## config.mk

```make
export PLATFORM = sky130hd
export DESIGN_NAME = color_spec_parser_core
export DESIGN_NICKNAME = d
export VERILOG_FILES = /design/src/rtl/core/csp_pkg.sv /design/src/rtl/core/csp_accum.sv /design/src/rtl/core/csp_format.sv /design/src/rtl/core/color_spec_parser_core.sv
export SDC_FILE = /design/constraint.sdc
export NUM_CORES = 1
export LEC_CHECK = 0
export ABC_AREA = 1
export BUFFER_PORTS_ARGS = -buffer_cell sky130_fd_sc_hd__buf_2
export CORE_AREA = 2 2 145 147
export DETAILED_ROUTE_END_ITERATION = 8
export DIE_AREA = 0 0 147 149
export GPL_ROUTABILITY_DRIVEN = 1
export PLACE_DENSITY = 0.73
export SETUP_SLACK_MARGIN = 0.2
export SLEW_MARGIN = 20
export SYNTH_ARGS = -nofsm -noshare
export SYNTH_HDL_FRONTEND = slang
export SYNTH_SLANG_ARGS = --single-unit
```

## constraint.sdc

```tcl
create_clock -name clock -period 9.5 [get_ports clock]
set_input_delay 0.475 -clock clock [delete_from_list [all_inputs] [get_ports clock]]
set_output_delay 0.475 -clock clock [all_outputs]
set_load 0.02 [all_outputs]
```

## src/rtl/core/csp_pkg.sv

```systemverilog
package csp_pkg;

   localparam logic [2:0] STATUS_INVALID = 3'd0;
   localparam logic [2:0] STATUS_HEX6    = 3'd1;
   localparam logic [2:0] STATUS_HEX3    = 3'd2;
   localparam logic [2:0] STATUS_DEC565  = 3'd3;
   localparam logic [2:0] STATUS_HASH    = 3'd4;

   localparam logic [7:0] CHAR_END   = 8'h00;
   localparam logic [7:0] CHAR_POUND = 8'h23;

   localparam logic [3:0] LENGTH_MAX  = 4'd8;
   localparam logic [3:0] HEX_LEN_MAX = 4'd7;
   localparam logic [2:0] RUN_MAX     = 3'd7;
   localparam logic [2:0] RUN_SIX     = 3'd6;
   localparam logic [2:0] RUN_THREE   = 3'd3;

   typedef struct packed {
      logic [3:0]  length_count;
      logic        leading_hash;
      logic [2:0]  hex_run_count;
      logic        hex_run_open;
      logic [23:0] hex_value;
      logic        all_digits;
      logic [15:0] decimal_value;
      logic [15:0] running_hash;
   } parse_state_type;

   typedef struct packed {
      logic [2:0]  status;
      logic [7:0]  red;
      logic [7:0]  green;
      logic [7:0]  blue;
      logic [15:0] name_hash;
   } result_type;

   function automatic logic is_dec(input logic [7:0] c);
      return (c >= 8'h30) && (c <= 8'h39);
   endfunction

   function automatic logic is_hex(input logic [7:0] c);
      return is_dec(c) || ((c >= 8'h61) && (c <= 8'h66)) || ((c >= 8'h41) && (c <= 8'h46));
   endfunction

   function automatic logic [3:0] hex_val(input logic [7:0] c);
      logic [7:0] t;
      t = 8'h00;
      if (is_dec(c)) begin
         t = c - 8'h30;
      end else if ((c >= 8'h61) && (c <= 8'h66)) begin
         t = c - 8'h57;
      end else if ((c >= 8'h41) && (c <= 8'h46)) begin
         t = c - 8'h37;
      end
      return t[3:0];
   endfunction

   function automatic logic [7:0] fold_case(input logic [7:0] c);
      return ((c >= 8'h41) && (c <= 8'h5a)) ? (c + 8'h20) : c;
   endfunction

   function automatic logic [7:0] expand5(input logic [4:0] v);
      logic [13:0] p;
      p = 14'(v) * 14'd527 + 14'd23;
      return p[13:6];
   endfunction

   function automatic logic [7:0] expand6(input logic [5:0] v);
      logic [13:0] p;
      p = 14'(v) * 14'd259 + 14'd33;
      return p[13:6];
   endfunction

endpackage

```

## src/rtl/core/csp_accum.sv

```systemverilog
module csp_accum
   import csp_pkg::*;
(
   input  logic            clock,
   input  logic            reset,
   input  logic            take,
   input  logic [7:0]      char_code,
   output parse_state_type state
);

   parse_state_type st_ff;
   parse_state_type st_in;
   parse_state_type st_clr;
   logic [7:0]      digit;

   always_comb begin
      st_clr = '0;
      st_clr.hex_run_open = 1'b1;
      st_clr.all_digits   = 1'b1;
      digit = char_code - 8'h30;
      st_in = st_ff;
      if (take) begin
         if (char_code == CHAR_END) begin
            st_in = st_clr;
         end else begin
            if (st_ff.length_count == 4'd0) begin
               st_in.leading_hash = (char_code == CHAR_POUND);
            end else if (st_ff.leading_hash && st_ff.hex_run_open) begin
               if (is_hex(char_code)) begin
                  if (st_ff.hex_run_count < RUN_MAX) begin
                     st_in.hex_run_count = st_ff.hex_run_count + 3'd1;
                  end
                  st_in.hex_value = {st_ff.hex_value[19:0], hex_val(char_code)};
               end else begin
                  st_in.hex_run_open = 1'b0;
               end
            end
            if (is_dec(char_code)) begin
               st_in.decimal_value = (st_ff.decimal_value << 3) + (st_ff.decimal_value << 1)
                                   + 16'(digit);
            end else begin
               st_in.all_digits = 1'b0;
            end
            st_in.running_hash = (st_ff.running_hash << 6) - st_ff.running_hash
                               + 16'(fold_case(char_code));
            if (st_ff.length_count < LENGTH_MAX) begin
               st_in.length_count = st_ff.length_count + 4'd1;
            end
         end
      end
   end

   always_ff @(posedge clock) begin
      if (reset) begin
         st_ff <= st_clr;
      end else begin
         st_ff <= st_in;
      end
   end

   assign state = st_ff;

endmodule

```

## src/rtl/core/csp_format.sv

```systemverilog
module csp_format
   import csp_pkg::*;
(
   input  parse_state_type state,
   output result_type      result
);

   always_comb begin
      result = '0;
      result.name_hash = state.running_hash;
      if (state.leading_hash) begin
         result.status = STATUS_INVALID;
         if (state.length_count <= HEX_LEN_MAX) begin
            if (state.hex_run_count == RUN_SIX) begin
               result.status = STATUS_HEX6;
               result.red    = state.hex_value[23:16];
               result.green  = state.hex_value[15:8];
               result.blue   = state.hex_value[7:0];
            end else if (state.hex_run_count == RUN_THREE) begin
               result.status = STATUS_HEX3;
               result.red    = {state.hex_value[11:8], state.hex_value[11:8]};
               result.green  = {state.hex_value[7:4], state.hex_value[7:4]};
               result.blue   = {state.hex_value[3:0], state.hex_value[3:0]};
            end
         end
      end else if (state.all_digits) begin
         result.status = STATUS_DEC565;
         result.red    = expand5(state.decimal_value[15:11]);
         result.green  = expand6(state.decimal_value[10:5]);
         result.blue   = expand5(state.decimal_value[4:0]);
      end else begin
         result.status = STATUS_HASH;
      end
   end

endmodule

```

## src/rtl/core/color_spec_parser_core.sv

```systemverilog
// channel | valid     | stall     | payload
// req     | req_valid | req_stall | req_char_code
// rsp     | rsp_valid | rsp_stall | rsp_status, rsp_red, rsp_green, rsp_blue, rsp_name_hash
//
// one byte is taken every cycle unless req_stall is high; a result appears in the cycle after its end byte is taken
// the parse state sits in registers and is updated by one short pass per byte
// synchronous reset clears the parse state and drops rsp_valid
// req_stall rises only while a result waits under rsp_stall
module color_spec_parser_core
   import csp_pkg::*;
(
   input  logic        clock,
   input  logic        reset,
   input  logic        req_valid,
   output logic        req_stall,
   input  logic [7:0]  req_char_code,
   output logic        rsp_valid,
   input  logic        rsp_stall,
   output logic [2:0]  rsp_status,
   output logic [7:0]  rsp_red,
   output logic [7:0]  rsp_green,
   output logic [7:0]  rsp_blue,
   output logic [15:0] rsp_name_hash
);

   parse_state_type state;
   result_type      result;
   result_type      rsp_ff;
   logic            rsp_valid_ff;
   logic            rsp_valid_in;
   logic            take;
   logic            done;

   assign req_stall    = rsp_valid_ff & rsp_stall;
   assign take         = req_valid & ~req_stall;
   assign done         = take & (req_char_code == CHAR_END);
   assign rsp_valid_in = done | (rsp_valid_ff & rsp_stall);

   csp_accum u_accum (
      .clock     (clock),
      .reset     (reset),
      .take      (take),
      .char_code (req_char_code),
      .state     (state)
   );

   csp_format u_format (
      .state  (state),
      .result (result)
   );

   always_ff @(posedge clock) begin
      if (reset) begin
         rsp_valid_ff <= 1'b0;
      end else begin
         rsp_valid_ff <= rsp_valid_in;
      end
   end

   always_ff @(posedge clock) begin
      if (done) begin
         rsp_ff <= result;
      end
   end

   assign rsp_valid     = rsp_valid_ff;
   assign rsp_status    = rsp_ff.status;
   assign rsp_red       = rsp_ff.red;
   assign rsp_green     = rsp_ff.green;
   assign rsp_blue      = rsp_ff.blue;
   assign rsp_name_hash = rsp_ff.name_hash;

`ifndef SYNTHESIS
   a_end_gives_result: assert property (@(posedge clock) disable iff (reset)
      (req_valid && !req_stall && (req_char_code == CHAR_END)) |=> rsp_valid)
      else $error("end byte did not produce a result");

   a_held_result_blocks_input: assert property (@(posedge clock) disable iff (reset)
      (rsp_valid && rsp_stall) |-> req_stall)
      else $error("input taken while a result is held");

   a_no_color_without_rgb: assert property (@(posedge clock) disable iff (reset)
      (rsp_valid && ((rsp_status == STATUS_INVALID) || (rsp_status == STATUS_HASH)))
      |-> ((rsp_red == 8'd0) && (rsp_green == 8'd0) && (rsp_blue == 8'd0)))
      else $error("color channels set for a status without color");

   a_status_range: assert property (@(posedge clock) disable iff (reset)
      rsp_valid |-> (rsp_status <= STATUS_HASH))
      else $error("status code out of range");
`endif

endmodule
```

==> metrics.log <==
INFO  metric swShare = between 30 and 40%
INFO  metric grt_first_pass_wirelength = about 35 mm
INFO  metric worst_pin_slew = 1.022 ns
INFO  metric relSlewSlack = a little under a third
INFO  metric period_needed = approximately 3.6 ns
INFO  metric synth_fp_nets = approximately 1.3k
INFO  metric gp_congestion = ~0.9
INFO  metric ctsRootBufferMaster = clkbuf_16
INFO  metric buffer_count_from_post_cts_setup_fixing = 0
INFO  metric report.final.hold_viol_count = 0
INFO  metric yosysSeqAreaShare = 29.68%
INFO  metric die-area = between 20000 and 25000 sq um
INFO  metric grt_util_all_layers = between 10% and 20%
INFO  metric yosysWarningCount = 0
INFO  metric post_synth_fa_ha_maj_area_fraction = approximately 23%
INFO  metric crit_arrival = 3.71 ns
INFO  metric number_of_nets_with_antenna_violations_after_detailed_routing = 0
INFO  metric final_net_count = 1375
INFO  metric timing.fmax = between 200 and 300 MHz
INFO  metric final_count_of_pins_violating_max_slew = 0
INFO  metric global_route.overflow_total = 0
INFO  metric synth_cells = around 1.2k
INFO  metric detailedPlacementHpwl = approximately 16 mm
INFO  metric initial_core_util = between 40 and 50%
INFO  metric end_kind = register
INFO  metric numClockSinks = 110
INFO  metric r2r-end = rsp_blue[4]
INFO  metric layout-drive-gt1-share = a little under a tenth
INFO  metric final.setup.tns = 0 ns
INFO  metric depth_of_the_worst_register_to_register_path = 14
INFO  metric r2r-start = u_accum.state[19]
INFO  metric layout.cells.non_filler = ~1.5k
INFO  metric main_combinational_cell_family_by_area_after_synthesis = simple AND/OR/NAND/NOR gates
INFO  metric power.share.clock = 27.7%
INFO  metric timing.critical_path.from = u_accum.state[19]
INFO  metric routedWlPerCell = ~14 um
INFO  metric total_routed_length = 20.90 mm
INFO  metric netSwitchingPower = ~500 uW
INFO  metric internal-power = 912.2 uW
INFO  metric power.density = between 100 and 150 nW/um^2
INFO  metric clk-insertion-delay-late = between 0.3 and 0.4 ns
INFO  metric cts_tree = done
INFO  metric area.growth.synth_to_final = 9.083%
INFO  metric num_vias = about 8k
INFO  metric status = finished clean
INFO  metric fin_crit_sh = 38.00%
INFO  metric worstHoldStart = u_accum.state[57]
INFO  metric dieHeight = ~150 um
INFO  metric crit_type = register to register
INFO  metric seq_power_share = 38.8%
INFO  metric dieWidth = 147 um
INFO  metric hp-class = register to register
INFO  metric synth.mux.area_fraction = 0%
INFO  metric grt_setup_unrepaired = no
INFO  metric startpoint_type = register
INFO  metric buffer_ports.inserted = 56
INFO  metric remaining_drc_errors = 0
INFO  metric min_delay_path_depth = 2
INFO  metric coreArea = between 20000 and 25000 sq um
INFO  metric drt_pass1_iterations = 7
INFO  metric area_used_by_multi_input_combinational_logic = ~5500 sq um
INFO  metric sequential_cell_area = between 2000 and 3000 sq um
INFO  metric finalHoldWorstSlack = ~0.45 ns
INFO  metric timing.hold.worst_endpoint = u_accum.state[57]
INFO  metric ir_worst_vdd = 0.1012 mV
INFO  metric critical_path.max_fanout = 7
INFO  metric synth_seq_cells = 110
INFO  metric antenna_found_initial = 0
INFO  metric drtIter0Drc = 392
INFO  metric fin_worst_skew = around 0.0087 ns
INFO  metric power_leakage = 0.004805 uW
INFO  metric syn-cell-area = 8871 sq um
INFO  metric maximum_number_of_pins_on_one_net_before_global_route_repair = 42
INFO  metric cts.clk_slew.worst_paths = about 0.08 ns
INFO  metric number_of_global_route_vias_before_repair = 7548
INFO  metric htreeDepth = 3
INFO  metric cts-hold-fix-buffers = 0
INFO  metric io_pins = 57
INFO  metric synth.distinct_cells = 44
INFO  metric average_instance_area_after_synthesis = approximately 7.6 sq um
INFO  metric placed_cells = approximately 1.5k
INFO  metric r2r_setup_slack = slightly below 6 ns
INFO  metric setup_ws = 5.890 ns
INFO  metric insertedDiodeCount = 0
INFO  metric dpl_worst_slack = ~5.9 ns
INFO  metric fillerInstances = roughly 2k
INFO  metric cts_made_buffers = 9
INFO  metric synth_simple_gate_area_share = 25.80%
INFO  metric rows = 53
INFO  metric power.combinational.fraction = between 30% and 40%
INFO  metric detail_route.vias_per_cell = just over 5
INFO  metric post_cts_sizing = 0
INFO  metric synth-compound-area-share = 11.97%
INFO  metric count_of_endpoints_failing_setup_in_the_final_report = 0
INFO  metric yosys.area_share.xor_xnor = approximately 1.4%
INFO  metric maxCapViolCount = 0
INFO  metric clk_path_buf_depth = 2
INFO  metric data_required_critical_path = between 9 and 10 ns
critical path: stages (launching register included):
cell and delay [ns]:
dfxtp_1 0.50, inv_1 0.19, ha_1 0.37, fa_1 0.50
fa_1 0.52, inv_1 0.04, ha_1 0.29, nand2_1 0.08
nand2_1 0.08, a21oi_1 0.30, inv_1 0.14, nand2_1 0.13
nand2_1 0.06, nand2_1 0.05, o21ai_0 0.08
placed cells by master (no fill, tap or decap), types with 4 or more instances in the layout:
cell and n:
nand2_1 265, inv_1 159, ha_1 119, nor2_1 104, a21oi_1 84, o21ai_0 84
nand3_1 81, dfxtp_1 67, buf_2 56, edfxtp_1 43, fa_1 26, nand4_1 16
nand2_2 14, xor2_1 9, clkbuf_16 9, o21ai_1 8, a21o_1 7, or2_2 7
nor2_2 7, nor3_1 6, xnor2_1 5, nand3b_1 5, inv_2 4
cell type report:
cell class / count / share of cell area (%)
Clock buffer: 11 / 2.508
Clock inverter: 5 / 0.6853
Inverter: 164 / 6.362
Multi-Input combinational cell: 876 / 56.71
Sequential cell: 110 / 27.20
Tap cell: 275 / 3.556
Timing Repair Buffer: 57 / 2.974
Yosys cell counts:
| library cell | count | share of area (%) |
|---|---|---|
| a21boi_0 | 3 | 0.25 |
| a21o_1 | 7 | 0.59 |
| a21oi_1 | 84 | 4.7 |
| a21oi_4 | 1 | 0.18 |
| a31oi_1 | 3 | 0.21 |
| and3_1 | 2 | 0.14 |
| buf_1 | 1 | 0.042 |
| buf_2 | 4 | 0.23 |
| buf_4 | 1 | 0.085 |
| buf_6 | 4 | 0.51 |
| buf_8 | 1 | 0.17 |
| clkbuf_1 | 13 | 0.55 |
| clkinv_1 | 1 | 0.042 |
| dfxtp_1 | 67 | 15 |
| edfxtp_1 | 43 | 15 |
| fa_1 | 26 | 5.9 |
| ha_1 | 119 | 17 |
| inv_1 | 159 | 6.7 |
| inv_2 | 4 | 0.17 |
| nand2_1 | 265 | 11 |
| nand2_2 | 14 | 0.99 |
| nand2_4 | 3 | 0.38 |
| nand3_1 | 81 | 4.6 |
| nand3_2 | 1 | 0.11 |
| nand3b_1 | 5 | 0.42 |
| nand4_1 | 16 | 1.1 |
| nand4_4 | 1 | 0.24 |
| nor2_1 | 104 | 4.4 |
| nor2_2 | 8 | 0.56 |
| nor2_4 | 1 | 0.13 |
| nor2_8 | 2 | 0.45 |
| nor3_1 | 6 | 0.34 |
| nor3b_1 | 1 | 0.085 |
| nor4_1 | 2 | 0.14 |
| o21a_1 | 2 | 0.17 |
| o21ai_0 | 84 | 4.7 |
| o21ai_1 | 8 | 0.45 |
| o21ai_2 | 1 | 0.099 |
| o21bai_1 | 3 | 0.25 |
| o21bai_4 | 1 | 0.21 |
| o22ai_1 | 1 | 0.071 |
| or2_2 | 7 | 0.49 |
| xnor2_1 | 5 | 0.49 |
| xor2_1 | 9 | 0.89 |
logic make-up (layout without fill, tap and decap cells):
| logic type | after synthesis | in the layout |
|---|---|---|
| flops | 110 | 110 |
| fa+ha+maj | 145 | 145 |
| compound gates | 198 | 198 |
| simple gates | 519 | 519 |
| buf+inv | 188 | 237 |
| xor+xnor | 14 | 14 |
per-layer routing:
metal	share of wire, %	up-vias	wire [um]	GRT usage (%)
li1	-	3940	-	-
met1	45	3631	9471	24.91
met2	49	183	10230	35.40
met3	4.5	20	937	3.028
met4	1.3	0	264	4.856
met5	0	-	0	0
registers in the layout, indices dropped and copies added, names as in the netlist:
name	flops
rsp_valid	1
rsp_green	8
rsp_blue	8
rsp_status	3
rsp_red	8
u_accum.state	66
rsp_name_hash	16
how the worst max path moves through the flow:
stage	endpoint	slack (ns)
floorplan	rsp_blue[4]	6.24
detailed placement	rsp_blue[4]	5.92
global route	rsp_blue[4]	5.62
CTS	rsp_blue[4]	5.91
finish	rsp_blue[4]	5.89
global placement	rsp_red[7]	6.03
metrics by stage:
stage	cell area (sq um)	util (%)	power, uW
after global placement	9368	45.57	1018
after CTS	9677	47.07	1418
after global routing	9677	47.07	1517
final	9677	47.07	1415
after detailed placement	9368	45.57	1026
after floorplan	8871	-	922.3
power by group through the flow:
stage	Clock [uW]	Combinational, uW	Sequential (uW)
global placement	0	460	559
CTS	398	472	548
floorplan	0	374	548
global route	414	551	552
detailed placement	0	467	559
finish	392	474	549
No activity file was read; power rests on OpenSTA's default activity.
